File: src/sv/aaq_pkg.sv
`timescale 1ns / 1ps
// Shared widths, fixed-point constants and the CORDIC arctangent table
// for the axis-angle to quaternion converter. No dependencies.
package aaq_pkg;

   localparam int AXES    = 3;
   localparam int COMP_W  = 16;   // Q3.12 input component
   localparam int QUAT_W  = 16;   // Q1.14 output part
   localparam int THR_W   = 13;
   localparam int SQ_W    = 31;   // one squared component
   localparam int SUM_W   = 32;   // sum of three squares
   localparam int RAD_W   = 40;   // sum scaled by 256 for the Q.16 root
   localparam int NORM_W  = 20;   // Q.16 norm
   localparam int ANG_W   = 35;   // half angle before reduction, Q.30
   localparam int Z_W     = 34;   // reduced angle, Q.30
   localparam int XY_W    = 34;   // CORDIC vector, Q.30
   localparam int PROD_W  = 50;   // component times sine
   localparam int DEN_W   = 32;   // norm16 * 2^12
   localparam int QUO_W   = 16;
   localparam int ATAN_N  = 24;

   localparam logic signed [QUAT_W-1:0] Q_ONE = 16'sd16384;

   localparam logic signed [ANG_W-1:0] PI_Q30      = 35'sd3373259426;
   localparam logic signed [ANG_W-1:0] HALF_PI_Q30 = 35'sd1686629713;
   localparam logic signed [ANG_W-1:0] TWO_PI_Q30  = 35'sd6746518852;
   localparam logic signed [XY_W-1:0]  GAIN_Q30    = 34'sd652032874;

   function automatic logic [31:0] atan_q30(input int idx);
      logic [31:0] v;
      case (idx)
         0:  v = 32'd843314856;
         1:  v = 32'd497837829;
         2:  v = 32'd263043836;
         3:  v = 32'd133525158;
         4:  v = 32'd67021686;
         5:  v = 32'd33543515;
         6:  v = 32'd16775850;
         7:  v = 32'd8388437;
         8:  v = 32'd4194282;
         9:  v = 32'd2097149;
         10: v = 32'd1048575;
         11: v = 32'd524288;
         12: v = 32'd262144;
         13: v = 32'd131072;
         14: v = 32'd65536;
         15: v = 32'd32768;
         16: v = 32'd16384;
         17: v = 32'd8192;
         18: v = 32'd4096;
         19: v = 32'd2048;
         20: v = 32'd1024;
         21: v = 32'd512;
         22: v = 32'd256;
         23: v = 32'd128;
         default: v = 32'd0;
      endcase
      return v;
   endfunction

endpackage

File: src/sv/aaq_sqrt.sv
`timescale 1ns / 1ps
// Pipelined integer square root, one result bit per stage.
// Depends on aaq_pkg.
module aaq_sqrt #(
   parameter int SIDE_W = 48
) (
   input  logic                        clock,
   input  logic                        reset,
   input  logic                        en,
   input  logic                        in_valid,
   input  logic [aaq_pkg::RAD_W-1:0]   in_rad,
   input  logic [SIDE_W-1:0]           in_side,
   output logic                        out_valid,
   output logic [aaq_pkg::NORM_W-1:0]  out_root,
   output logic [SIDE_W-1:0]           out_side
);
   import aaq_pkg::*;

   localparam int REM_W = RAD_W + 1;

   logic              valid_ff [0:NORM_W];
   logic [REM_W-1:0]  rem_ff   [0:NORM_W];
   logic [NORM_W-1:0] root_ff  [0:NORM_W];
   logic [SIDE_W-1:0] side_ff  [0:NORM_W];
   logic [REM_W-1:0]  rem_in   [0:NORM_W-1];
   logic [NORM_W-1:0] root_in  [0:NORM_W-1];

   // stage j settles bit NORM_W-1-j: try (q + 2^b)^2 against the input
   always_comb begin
      logic [REM_W-1:0] trial;
      for (int j = 0; j < NORM_W; j++) begin
         trial = (REM_W'(root_ff[j]) << (NORM_W - j)) +
                 (REM_W'(1) << (2 * (NORM_W - 1 - j)));
         if (rem_ff[j] >= trial) begin
            rem_in[j]  = rem_ff[j] - trial;
            root_in[j] = root_ff[j] | (NORM_W'(1) << (NORM_W - 1 - j));
         end else begin
            rem_in[j]  = rem_ff[j];
            root_in[j] = root_ff[j];
         end
      end
   end

   always_ff @(posedge clock) begin
      if (reset) begin
         for (int j = 0; j <= NORM_W; j++) valid_ff[j] <= 1'b0;
      end else if (en) begin
         valid_ff[0] <= in_valid;
         for (int j = 0; j < NORM_W; j++) valid_ff[j+1] <= valid_ff[j];
      end
   end

   always_ff @(posedge clock) begin
      if (en) begin
         rem_ff[0]  <= REM_W'(in_rad);
         root_ff[0] <= '0;
         side_ff[0] <= in_side;
         for (int j = 0; j < NORM_W; j++) begin
            rem_ff[j+1]  <= rem_in[j];
            root_ff[j+1] <= root_in[j];
            side_ff[j+1] <= side_ff[j];
         end
      end
   end

   assign out_valid = valid_ff[NORM_W];
   assign out_root  = root_ff[NORM_W];
   assign out_side  = side_ff[NORM_W];

endmodule

File: config.mk
export PLATFORM = sky130hd
export DESIGN_NAME = aaq_sqrt
export DESIGN_NICKNAME = d
export VERILOG_FILES = /design/src/sv/aaq_pkg.sv /design/src/sv/aaq_sqrt.sv
export SDC_FILE = /design/constraint.sdc
export NUM_CORES = 2
export LEC_CHECK = 0
export ABC_AREA = 1
export BUFFER_PORTS_ARGS = -buffer_cell sky130_fd_sc_hd__buf_2
export CAP_MARGIN = 30
export CORE_UTILIZATION = 50
export DETAILED_ROUTE_END_ITERATION = 12
export PLACE_DENSITY = 0.66
export SYNTH_ARGS = -nofsm -noshare
export SYNTH_HDL_FRONTEND = slang
export SYNTH_SLANG_ARGS = --single-unit
File: constraint.sdc
create_clock -name clock -period 2.5 [get_ports clock]
set_input_delay 0.125 -clock clock [delete_from_list [all_inputs] [get_ports clock]]
set_output_delay 0.125 -clock clock [all_outputs]
set_load 0.1 [all_outputs]
**Yosys cells after proc, flatten, opt, wreduce, memory -nomap -nowiden**

Memories as Yosys holds them, arrays and structs flattened.
Cells that the tools add are included.

- Memories: 4
- Register bits: 0
- Output and inout port bits: 69
- RAM bits: 2310

Memories:

| memory | words | bits a word | read ports | clocked after memory_dff | wr ports | line | text |
|---|---|---|---|---|---|---|---|
| side_ff | 21 | 48 | 21 | 0 | 21 | aaq_sqrt.sv:24 | `logic [SIDE_W-1:0] side_ff [0:NORM_W];` |
| rem_ff | 21 | 41 | 20 | 0 | 21 | aaq_sqrt.sv:22 | `logic [REM_W-1:0] rem_ff [0:NORM_W];` |
| root_ff | 21 | 20 | 21 | 0 | 21 | aaq_sqrt.sv:23 | `logic [NORM_W-1:0] root_ff [0:NORM_W];` |
| valid_ff | 21 | 1 | 21 | 0 | 21 | aaq_sqrt.sv:21 | `logic valid_ff [0:NORM_W];` |

- Order comparisons: 20
- Mux-type cells: 67
- Bitwise logic cells: 21
- Add/subtract/negate cells: 40

Operator list:

| kind | number |
|---|---|
| 41-bit two-way mux | 20 |
| 40-bit by 39-bit adder with 41-bit output (second input constant) | 1 |
| 41-bit by 22-bit >= comparator with 1-bit output | 1 |
| 41-bit by 23-bit >= comparator with 1-bit output | 1 |
| 41-bit by 24-bit >= comparator with 1-bit output | 1 |
| 41-bit by 25-bit >= comparator with 1-bit output | 1 |
| 41-bit by 26-bit >= comparator with 1-bit output | 1 |
| 41-bit by 27-bit >= comparator with 1-bit output | 1 |
| 41-bit by 28-bit >= comparator with 1-bit output | 1 |
| 41-bit by 29-bit >= comparator with 1-bit output | 1 |
| 41-bit by 30-bit >= comparator with 1-bit output | 1 |
| 41-bit by 31-bit >= comparator with 1-bit output | 1 |
| 41-bit by 32-bit >= comparator with 1-bit output | 1 |
| 41-bit by 33-bit >= comparator with 1-bit output | 1 |
| 41-bit by 34-bit >= comparator with 1-bit output | 1 |
| 41-bit by 35-bit >= comparator with 1-bit output | 1 |
| 41-bit by 36-bit >= comparator with 1-bit output | 1 |
| 41-bit by 37-bit >= comparator with 1-bit output | 1 |
| 41-bit by 38-bit >= comparator with 1-bit output | 1 |
| 41-bit by 39-bit >= comparator with 1-bit output | 1 |
| 41-bit by 40-bit >= comparator with 1-bit output | 1 |
| 41-bit >= comparator | 1 |
| 41-bit by 22-bit subtractor with 41-bit output | 1 |
| 41-bit by 23-bit subtractor with 41-bit output | 1 |
| 58 further kinds | 105 |

**Longest topological paths before layout**

- Word-level depth: 4
- Mapped depth: 17

**Worst setup path after synthesis**

OpenSTA, ideal clock, no wires.

- Path kind: reg-to-reg
- From: memory rem_ff[1][155] (netlist name)
- To: memory rem_ff[2][32] (netlist name), data pin
- Data arrival time: 1881 ps
- Setup slack: 366 ps
- Data required time: 2247 ps
- Cell stages (with the launch flop): 11
- Setup time: 253 ps
- Clock period less this slack: 2134 ps
- Path through: edfxtp_1 -> ha_1 -> inv_1 -> o21bai_1 -> a21oi_1 -> nand2_1 -> a211oi_4 -> nand2_4 -> buf_6 -> nand2_1 -> nand2_1

RTL lines:

| what | line |
|---|---|
| start, declared | aaq_sqrt.sv:22 |

==> run_results.csv <==
group,metric,value,unit
outcome,status,"completed",
yosys,yosys.area.top_type,"edfxtp_1",
grt,grt_overflow_total,0,
route,wirelength,194000,µm
yosys,ys_seq_elements,2058,
floorplanning,fp.dieH,417,µm
timing,max_freq,413,MHz
placement,hpwlAfterDp,141000,µm
timing,whs,0.120,ns
timing,post-route-min-period,2.42,ns
yosys,synth_edf_count,2058,
cts,htreeDepth,4,
layout,synthToLayoutAreaGrowth,20.6,%
yosys,synthCells,7008,
yosys,yosys_warnings,0,
cts,cts_num_sinks,2058,
cts,cts_buffers,203,
grt,antenna_found_initial,8,
pwr,p_per_area,841,mW/mm²
cts,clock_latency,0.88,ns
setup_path,worstSetupPathType,"register to register",
route,drc,0,
yosys,synth_area,0.0862,mm²
placement,place.gp.congestion,0.924,
floorplanning,die_w,417,µm
floorplanning,core_area,0.172,mm²
route,vias_per_cell,5.05,
layout,nNetsFinal,8422,
floorplanning,num_rows,152,
timing,fin_worst_skew,0.0471,ns
route,via_count,53500,
setup_path,cp-start-kind,"register",
timing,finalSetupTns,0,ns
pwr,leakagePower,41.5,nW
timing,setup_viol_count_final,0,
yosys,synth_cell_types,65,
setup_path,crit_arrival,2.99,ns
layout,regArea,0.0618,mm²
route,wl_per_cell,18.3,µm
cts,clockBufferDepth,3,
cts,cts_tree,"done",
timing,period_share,96.9,%
yosys,yosysSeqAreaShare,71.7,%
setup_path,slowest_stage,"edfxtp_1",
setup_path,required,3.07,ns
yosys,ys.flop_type,"edfxtp_1",
setup_path,slowest_delay,0.42,ns
placement,io_buffer_count,160,
run,cap_violations,0,
route,first_pass_iters,6,
route,postRouteAntennaNets,0,
yosys,synth_top_area_share,71.7,%
floorplanning,initial_core_util,50.3,%
placement,dpl_cell_area,0.0940,mm²
yosys,synth_most_common_cell,"edfxtp_1",
timing,tightest_slew,0.714,ns
yosys,netlist_top_cells_area,"edfxtp_1 (72%), nand2_1 (7.2%), inv_1 (3.8%)",
grt,grt_start_max_net_pins,139,
timing,slew_headroom,52.4,%
grt,grt_pass1_vias,52900,
min_path,hold_class,"input pin to register",
pwr,ir_worst_vdd,0.737,mV
yosys,yosys-top-cells-count,"edfxtp_1 (2,058), nand2_1 (1,654), inv_1 (862)",
yosys,synth.avg_cell_area,12.3,µm²
timing,finalMaxSlewViolations,0,
layout,utilization,60.6,%
grt,grt_pass1_wl,297000,µm
setup_path,path_cells,"inv_1 -> ha_2 -> nand2_2 -> nor2_4 -> nand2_1 -> nand3b_4 -> nor2_4 -> nor2_2 -> nand2_8 -> inv_6 -> buf_4 -> buf_4 -> nand2_2 -> nand2_1",
route,first_iter_violations,3984,
timing,hold_viol,0,
yosys,synth-async-reset-ratio,0,%
layout,multiInputGateArea,0.0216,mm²
grt,grtUsageTotal,22.2,%
floorplanning,dieArea,0.174,mm²
cts,clk_pin_slew,0.06,ns
layout,num-fill-cells,13700,
cts,clockRootBuffer,"clkbuf_16",
layout,drive_gt1_share,16.2,%
setup_path,crit_fanout,5,
floorplanning,io_pins,161,
yosys,syn_nets,7326,
setup_path,endpoint_kind,"register",
layout,finalInstanceArea,0.104,mm²
==> path summary, 6_finish.rpt <==
path,slack (ns),endpoint,from,depth (start not counted)
setup reg to reg,0.08,rem_ff[4][101],root_ff[2][30],14
setup / recovery,0.08,rem_ff[4][101],root_ff[2][30],14
hold reg to reg,0.40,side_ff[14][46],side_ff[13][46],0
hold / removal,0.12,valid_ff[0][20],reset,3
==> layout make-up <==
class,count,area share [%]
multi-input cells,4013,20.8
repair buffers,954,7.44
diodes,1,0.00241
well taps,2310,2.78
flip-flops and latches,2058,59.4
clock buffers,235,5.00
clock inverters,139,1.42
inverters,874,3.17
==> layer usage <==
layer | GRT usage (%) | share of wire, %
met1 | 29.9 | 45
met3 | 3.86 | 5.0
met4 | 6.90 | 2.4
met5 | 0 | 0.0067
met2 | 36.9 | 48
==> sequential cells by signal, indices dropped and copies added, names as in the netlist <==
| register | count |
|---|---|
| rem_ff | 819 |
| side_ff | 1008 |
| root_ff | 210 |
| valid_ff | 21 |
==> metrics by stage <==
stage	setup WS (ns)	total power (W)	cells
final	0.0767	0.0875	10600
after global routing	-0.0342	0.0914	10600
after CTS	0.000596	0.0879	10500
after detailed placement	-0.456	0.0572	9970
after global placement	-0.505	0.0571	9969
after floorplan	0.366	0.0510	7008
==> power breakdown <==
| part | internal, W | switching, W |
|---|---|---|
| logic | 0.00543 | 0.00860 |
| registers | 0.0416 | 0.00182 |
| clock network | 0.0169 | 0.0131 |
==> timing repair <==
item,in CTS,in global routing
setup endpoints to repair,193,272
hold endpoints to repair,459,0
hold buffers,180,0
pin swaps,9,29
buffers inserted,11,41
gates resized for setup,54,156
cloned,4,3
==> critical path, delay by kind of cell, from the launching register on <==
family | cells | cell delay [ns]
simple gates | 9 | 0.93
buf+inv | 4 | 0.42
flops | 1 | 0.42
fa+ha+maj | 1 | 0.37
==> cells in the final DEF, fill, tap and decap left out, types with 148 or more instances in the layout <==
master         count
clkbuf_16        204
nand2_1         1618
o21ai_0          148
dlygate4sd3_1    180
buf_2            159
ha_1             182
edfxtp_1        2058
nor2_1           600
a21oi_1          241
inv_1            860
nand3_1          304
buf_4            570
==> cell families after synthesis <==
family	synth area share, %
buf+inv	4.39
fa+ha+maj	3.28
other cells	0.00435
compound gates	3.66
xor+xnor	2.22
flops	71.7
simple gates	14.8
No activity file was read; power rests on OpenSTA's default activity.
