<file path="src/sv/aaq_pkg.sv">
`timescale 1ns / 1ps
// Shared widths, fixed-point constants and the CORDIC arctangent table
// for the axis-angle to quaternion converter. No dependencies.
package aaq_pkg;

   localparam int AXES    = 3;
   localparam int COMP_W  = 16;   // Q3.12 input component
   localparam int QUAT_W  = 16;   // Q1.14 output part
   localparam int THR_W   = 13;
   localparam int SQ_W    = 31;   // one squared component
   localparam int SUM_W   = 32;   // sum of three squares
   localparam int RAD_W   = 40;   // sum scaled by 256 for the Q.16 root
   localparam int NORM_W  = 20;   // Q.16 norm
   localparam int ANG_W   = 35;   // half angle before reduction, Q.30
   localparam int Z_W     = 34;   // reduced angle, Q.30
   localparam int XY_W    = 34;   // CORDIC vector, Q.30
   localparam int PROD_W  = 50;   // component times sine
   localparam int DEN_W   = 32;   // norm16 * 2^12
   localparam int QUO_W   = 16;
   localparam int ATAN_N  = 24;

   localparam logic signed [QUAT_W-1:0] Q_ONE = 16'sd16384;

   localparam logic signed [ANG_W-1:0] PI_Q30      = 35'sd3373259426;
   localparam logic signed [ANG_W-1:0] HALF_PI_Q30 = 35'sd1686629713;
   localparam logic signed [ANG_W-1:0] TWO_PI_Q30  = 35'sd6746518852;
   localparam logic signed [XY_W-1:0]  GAIN_Q30    = 34'sd652032874;

   function automatic logic [31:0] atan_q30(input int idx);
      logic [31:0] v;
      case (idx)
         0:  v = 32'd843314856;
         1:  v = 32'd497837829;
         2:  v = 32'd263043836;
         3:  v = 32'd133525158;
         4:  v = 32'd67021686;
         5:  v = 32'd33543515;
         6:  v = 32'd16775850;
         7:  v = 32'd8388437;
         8:  v = 32'd4194282;
         9:  v = 32'd2097149;
         10: v = 32'd1048575;
         11: v = 32'd524288;
         12: v = 32'd262144;
         13: v = 32'd131072;
         14: v = 32'd65536;
         15: v = 32'd32768;
         16: v = 32'd16384;
         17: v = 32'd8192;
         18: v = 32'd4096;
         19: v = 32'd2048;
         20: v = 32'd1024;
         21: v = 32'd512;
         22: v = 32'd256;
         23: v = 32'd128;
         default: v = 32'd0;
      endcase
      return v;
   endfunction

endpackage

</file>
<file path="src/sv/aaq_cordic.sv">
`timescale 1ns / 1ps
// Unrolled rotation-mode CORDIC, one micro-rotation per stage.
// Depends on aaq_pkg.
module aaq_cordic #(
   parameter int STEPS  = 16,
   parameter int SIDE_W = 8
) (
   input  logic                            clock,
   input  logic                            reset,
   input  logic                            en,
   input  logic                            in_valid,
   input  logic signed [aaq_pkg::Z_W-1:0]  in_angle,
   input  logic [SIDE_W-1:0]               in_side,
   output logic                            out_valid,
   output logic signed [aaq_pkg::XY_W-1:0] out_cos,
   output logic signed [aaq_pkg::XY_W-1:0] out_sin,
   output logic [SIDE_W-1:0]               out_side
);
   import aaq_pkg::*;

   logic                   valid_ff [0:STEPS];
   logic signed [XY_W-1:0] x_ff     [0:STEPS];
   logic signed [XY_W-1:0] y_ff     [0:STEPS];
   logic signed [Z_W-1:0]  z_ff     [0:STEPS];
   logic [SIDE_W-1:0]      side_ff  [0:STEPS];
   logic signed [XY_W-1:0] x_in     [0:STEPS-1];
   logic signed [XY_W-1:0] y_in     [0:STEPS-1];
   logic signed [Z_W-1:0]  z_in     [0:STEPS-1];

   always_comb begin
      logic signed [XY_W-1:0] dx, dy;
      logic signed [Z_W-1:0]  at;
      for (int i = 0; i < STEPS; i++) begin
         dx = y_ff[i] >>> i;
         dy = x_ff[i] >>> i;
         at = $signed(Z_W'(atan_q30(i)));
         if (z_ff[i] >= 0) begin
            x_in[i] = x_ff[i] - dx;
            y_in[i] = y_ff[i] + dy;
            z_in[i] = z_ff[i] - at;
         end else begin
            x_in[i] = x_ff[i] + dx;
            y_in[i] = y_ff[i] - dy;
            z_in[i] = z_ff[i] + at;
         end
      end
   end

   always_ff @(posedge clock) begin
      if (reset) begin
         for (int i = 0; i <= STEPS; i++) valid_ff[i] <= 1'b0;
      end else if (en) begin
         valid_ff[0] <= in_valid;
         for (int i = 0; i < STEPS; i++) valid_ff[i+1] <= valid_ff[i];
      end
   end

   always_ff @(posedge clock) begin
      if (en) begin
         x_ff[0]    <= GAIN_Q30;
         y_ff[0]    <= '0;
         z_ff[0]    <= in_angle;
         side_ff[0] <= in_side;
         for (int i = 0; i < STEPS; i++) begin
            x_ff[i+1]    <= x_in[i];
            y_ff[i+1]    <= y_in[i];
            z_ff[i+1]    <= z_in[i];
            side_ff[i+1] <= side_ff[i];
         end
      end
   end

   assign out_valid = valid_ff[STEPS];
   assign out_cos   = x_ff[STEPS];
   assign out_sin   = y_ff[STEPS];
   assign out_side  = side_ff[STEPS];

endmodule

</file>
<file path="config.mk">
export PLATFORM = sky130hd
export DESIGN_NAME = aaq_cordic
export DESIGN_NICKNAME = d
export VERILOG_FILES = /design/src/sv/aaq_pkg.sv /design/src/sv/aaq_cordic.sv
export SDC_FILE = /design/constraint.sdc
export NUM_CORES = 2
export LEC_CHECK = 0
export ABC_CLOCK_PERIOD_IN_PS = 5250
export BUFFER_PORTS_ARGS = -buffer_cell sky130_fd_sc_hd__buf_4
export CORE_MARGIN = 4
export CORE_UTILIZATION = 60
export CTS_BUF_LIST = sky130_fd_sc_hd__clkbuf_4
export DETAILED_ROUTE_END_ITERATION = 12
export GPL_ROUTABILITY_DRIVEN = 0
export PLACE_DENSITY = 0.78
export SETUP_SLACK_MARGIN = 0.05
export SLEW_MARGIN = 20
export SYNTH_ARGS = -nofsm -noshare
export SYNTH_HDL_FRONTEND = slang
export SYNTH_SLANG_ARGS = --single-unit
</file>
<file path="constraint.sdc">
create_clock -name clock -period 5.25 [get_ports clock]
set_clock_uncertainty 0.2 [all_clocks]
set_input_delay 0.525 -clock clock [delete_from_list [all_inputs] [get_ports clock]]
set_output_delay 0.525 -clock clock [all_outputs]
set_load 0.01 [all_outputs]
</file>
### Word-level counts from Yosys, hierarchy flattened

Memories as Yosys holds them, arrays and structs flattened.
Index checks and enable logic that the tools add are counted.

| storage, ports and cells | value |
|---|---|
| bits in registers | 0 |
| memories | 5 |
| input port bits | 46 |
| word-level logic and storage cells | 204 |
| output and inout port bits | 77 |
| memory bits (writable) | 1,887 |

Memories:

| memory | depth | bits a word | read ports | clocked after Yosys merged registers in | wr ports | RTL line | RTL |
|---|---|---|---|---|---|---|---|
| x_ff | 17 | 34 | 17 | 0 | 17 | aaq_cordic.sv:22 | `logic signed [XY_W-1:0] x_ff [0:STEPS];` |
| y_ff | 17 | 34 | 17 | 0 | 17 | aaq_cordic.sv:23 | `logic signed [XY_W-1:0] y_ff [0:STEPS];` |
| z_ff | 17 | 34 | 16 | 0 | 17 | aaq_cordic.sv:24 | `logic signed [Z_W-1:0] z_ff [0:STEPS];` |
| side_ff | 17 | 8 | 17 | 0 | 17 | aaq_cordic.sv:25 | `logic [SIDE_W-1:0] side_ff [0:STEPS];` |
| valid_ff | 17 | 1 | 17 | 0 | 17 | aaq_cordic.sv:21 | `logic valid_ff [0:STEPS];` |

| cells by class | value |
|---|---|
| add/sub/neg operators | 95 |
| muxes and demuxes | 71 |
| bitwise operators | 17 |
| $lt $le $gt $ge | 16 |

Operators by type and width:

| operator | number |
|---|---|
| 2-to-1 mux 34 bit | 48 |
| greater-or-equal comparator 34 x 1 -> 1 bit, second input constant | 16 |
| adder 34 x 19 -> 34 bit | 2 |
| adder 34 x 20 -> 34 bit | 2 |
| adder 34 x 21 -> 34 bit | 2 |
| adder 34 x 21 -> 34 bit, second input constant | 2 |
| adder 34 x 22 -> 34 bit | 2 |
| adder 34 x 23 -> 34 bit | 2 |
| adder 34 x 24 -> 34 bit | 2 |
| adder 34 x 25 -> 34 bit | 2 |
| adder 34 x 26 -> 34 bit | 2 |
| adder 34 x 27 -> 34 bit | 2 |
| adder 34 x 28 -> 34 bit | 2 |
| adder 34 x 29 -> 34 bit | 2 |
| adder 34 x 30 -> 34 bit | 2 |
| adder 34 x 31 -> 34 bit | 2 |
| adder 34 x 32 -> 34 bit | 2 |
| adder 34 x 33 -> 34 bit | 2 |
| subtractor 34 x 19 -> 34 bit | 2 |
| subtractor 34 x 20 -> 34 bit | 2 |
| subtractor 34 x 21 -> 34 bit | 2 |
| subtractor 34 x 21 -> 34 bit, second input constant | 2 |
| subtractor 34 x 22 -> 34 bit | 2 |
| subtractor 34 x 23 -> 34 bit | 2 |
| other kinds (42) | 91 |

### Longest topological paths before layout

| logic depth | value |
|---|---|
| word-level depth | 4 |
| mapped depth | 25 |
| mapped depth without buffers | 22 |

### Least setup slack after synthesis

No wires, ideal clock.

| path | value |
|---|---|
| path kind | register to register |
| start point | memory z_ff[1][6] (netlist: z_ff[0][40]) |
| end point | memory z_ff[2][30] (netlist: z_ff[0][98]), data pin |
| cell stages (with the launch flop) | 19 |
| setup time | 0.258 ns |
| required time | 4.792 ns |
| data arrival time | 5.312 ns |
| path buffers | 1 |
| period minus slack after synthesis | 5.770 ns |
| path slack | -0.520 ns |
| cells stage by stage | edfxtp_1 or4_1 nor4_1 and4_1 nand2b_1 clkbuf_1 inv_1 ha_1 nor2b_1 o21a_1 o21ai_0 a21oi_1 o41ai_1 o21ai_0 a221oi_1 o21bai_1 a31o_2 a21oi_1 xnor2_1 |

RTL lines:

| what | RTL line |
|---|---|
| start: declaration | aaq_cordic.sv:24 |

==> results.json <==
{
  "synth-seq-cells": 1659,
  "grt-ovfl-total": 0,
  "grt_pass1_wl_mm": 575.0,
  "synth.area.mux_share": 0.005601,
  "yosys_warnings": 0,
  "fin_tns_setup_ns": -1.020,
  "grtUsageMet2": 0.5601,
  "setup_viol": 12,
  "period_share": 1.057,
  "drv_cap": 0,
  "place_hpwl_mm": 274.8,
  "max_freq_ghz": 0.1802,
  "period_needed_ns": 5.548,
  "core_area_um2": 212300,
  "rsz0062_at_grt": "yes",
  "hold_slack_ns": 0.1299,
  "hp-class": "primary input to flip-flop",
  "dieArea_um2": 221200,
  "ys_types": 95,
  "clockBufferDepth": 4,
  "cts_buffers": 439,
  "r2r_end": "z_ff[0][65]",
  "finalNonFillerCells": 18520,
  "cts_sinks": 1659,
  "vias": 115400,
  "end_kind": "flip-flop",
  "status": "finished with violations",
  "synth_top_family_by_area": "compound AO/OA/AOI/OAI gates",
  "vias_per_cell": 6.232,
  "drtIter0Drc": 9870,
  "use_met3": 0.05442,
  "tritoncts": "built",
  "grt.total_usage": 0.3146,
  "place_inst": 17450,
  "startpoint_type": "flip-flop",
  "ys_seq_area_frac": 0.3885,
  "clk_latency_ns": 1.51,
  "synthTopCellsByCount": "1659 x edfxtp_1, 1371 x ha_1, 1231 x a21oi_1",
  "drc": 1,
  "die_x_um": 470.3,
  "first_global_vias": 115000,
  "crit_type": "flip-flop to flip-flop",
  "maxSlewHeadroom": 0.3471,
  "netlist_area_um2": 128200,
  "dr.pass1.iters": 13,
  "async_reset_ff_frac": 0,
  "synth_most_common_cell": "edfxtp_1",
  "layout-drive-gt1-share": 0.2325,
  "ys.flop_type": "edfxtp_1",
  "yosys.area.top_type": "edfxtp_1",
  "synth-simple-area-share": 0.1246,
  "synthesis.nets": 14310,
  "worst_slew_pin_slew_ns": 0.9718,
  "cts_htree_levels": 5,
  "grt_start_max_net_pins": 166,
  "start_util": 0.6040,
  "syn_to_final_growth_pct": 24.02,
  "crit_path_max_fanout": 7,
  "holdPathStages": 3,
  "wl_per_cell_um": 20.35,
  "required_ns": 6.19,
  "r2r_slack_ns": -0.30,
  "io_pins": 123,
  "r2r-start": "z_ff[0][25]",
  "die_h_um": 470.3,
  "dp_slack_ns": -0.6539,
  "hp-start": "in_angle[22]",
  "antenna_found_initial": 8,
  "routed_wl_mm": 376.9,
  "synth_xor_area_frac": 0.1242,
  "worst_slack_ns": -0.2984,
  "n_fill_cell": 13430,
  "syn_avg_cell_area_um2": 9.980,
  "violations": "DRC, setup timing",
  "io_buffers": 122,
  "grt.busiest_layer": "met2",
  "synth_top_cells_by_area": "edfxtp_1 39%, ha_1 13%, xnor2_1 8.3%",
  "synth_cells": 12850,
  "synth_compound_area_frac": 0.1932,
  "antenna_left": 0,
  "cts.clk_slew.worst_paths_ns": 0.09,
  "worstRegToRegCells": 18,
  "synth_top_area_frac": 0.3885,
  "yosys.area_share.adder": 0.1410,
  "met1_usage": 0.3453,
  "synth_edf_count": 1659,
  "arrival_ns": 6.49,
  "hold-path-endpoint": "z_ff[0][22]",
  "hold_violations": 0,
  "fin_nets": 16840,
  "final_max_slew_viol_count": 0,
  "rows": 169,
  "clock_tree.root_cell": "clkbuf_4"
}
==> metrics by stage <==
stage	util	instance area, µm²
after floorplan	-	128300
after global placement	0.6884	146100
after detailed placement	0.6884	146100
after CTS	0.7264	154200
after global routing	0.7491	159000
final	0.7491	159000
==> flip-flops by register name, summed over array words and instances (netlist names) <==
name / count
z_ff: 511
valid_ff: 17
side_ff: 136
x_ff: 484
y_ff: 511
==> cell type report <==
cell class | count | area (µm²) | share of cell area
clock inverter | 163 | 1005 | 0.006318
inverter | 623 | 2364 | 0.01486
timing repair buffer | 2245 | 18010 | 0.1133
multi-input combinational | 10410 | 79850 | 0.5021
tap | 2821 | 3530 | 0.02219
sequential | 1659 | 49820 | 0.3133
antenna | 8 | 20.02 | 0.0001259
clock buffer | 591 | 4437 | 0.02790
==> metal layers <==
layer | vias up | wire length [µm]
li1 | 53460 | -
met1 | 54320 | 135600
met2 | 5733 | 185800
met3 | 1879 | 27890
met4 | 2 | 27560
met5 | - | 13
==> worst max path at each step <==
stage / startpoint / to / slack [ns] / depth (start not counted)
finish: z_ff[0][25] / z_ff[0][65] / -0.30 / 18
global route: z_ff[0][25] / z_ff[0][65] / -0.35 / 18
CTS: z_ff[0][236] / y_ff[1][135] / -0.03 / 26
detailed placement: z_ff[0][475] / y_ff[3][101] / -0.65 / 22
global placement: z_ff[0][300] / x_ff[2][67] / -0.51 / 24
floorplan: z_ff[0][407] / x_ff[3][33] / 0.05 / 23
==> critical path, cell delays in order (launching register included) <==
cell        delay, ns
edfxtp_1         0.50
nor4_4           0.54
nand4_1          0.21
nor4_2           0.30
and4_1           0.28
nand2b_4         0.16
clkinvlp_4       0.18
buf_4            0.19
ha_4             0.25
a21oi_1          0.24
o21ai_0          0.13
a21oi_1          0.24
o21ai_1          0.21
a211o_1          0.37
nand2_1          0.13
o211a_1          0.22
a31oi_1          0.19
o41ai_1          0.50
xnor2_1          0.19
==> cell usage in the layout (no fill, tap or decap), types with 93 or more instances in the layout <==
master,Yosys,layout
a21o_1,580,580
a21oi_1,1231,1105
a21oi_2,1,119
and3_1,120,113
buf_4,1,2048
clkbuf_4,0,591
clkinv_1,4,102
dlygate4sd3_1,0,105
edfxtp_1,1659,1659
ha_1,1371,1329
inv_1,618,594
nand2_1,705,686
nand2b_1,212,207
nand3_1,209,204
nor2_1,856,824
nor2b_1,174,163
nor3_1,279,256
nor4_1,166,119
o21a_1,223,219
o21ai_0,741,603
o21bai_1,155,153
o31ai_1,174,139
or3_1,100,93
xnor2_1,1219,1210
xor2_1,599,590
==> logic make-up after synthesis <==
group / Yosys count
AND/OR/NAND/NOR: 3219
AO/OA/AOI/OAI: 3885
XOR/XNOR: 1818
buffers and inverters: 782
flip-flops: 1659
multiplexers: 68
adder cells (fa/ha/maj): 1417
==> what timing repair did <==
action	4_1_cts	5_1_grt
endpoints found under the setup margin	312	363
pin swaps	125	449
hold buffers	105	0
resized for setup	315	777
cloned	1	8
setup buffers	40	162
endpoints found under the hold margin	1455	0
Power is not shown: default switching activity piles up to over one toggle a cycle in this logic, so the estimate is an artifact.
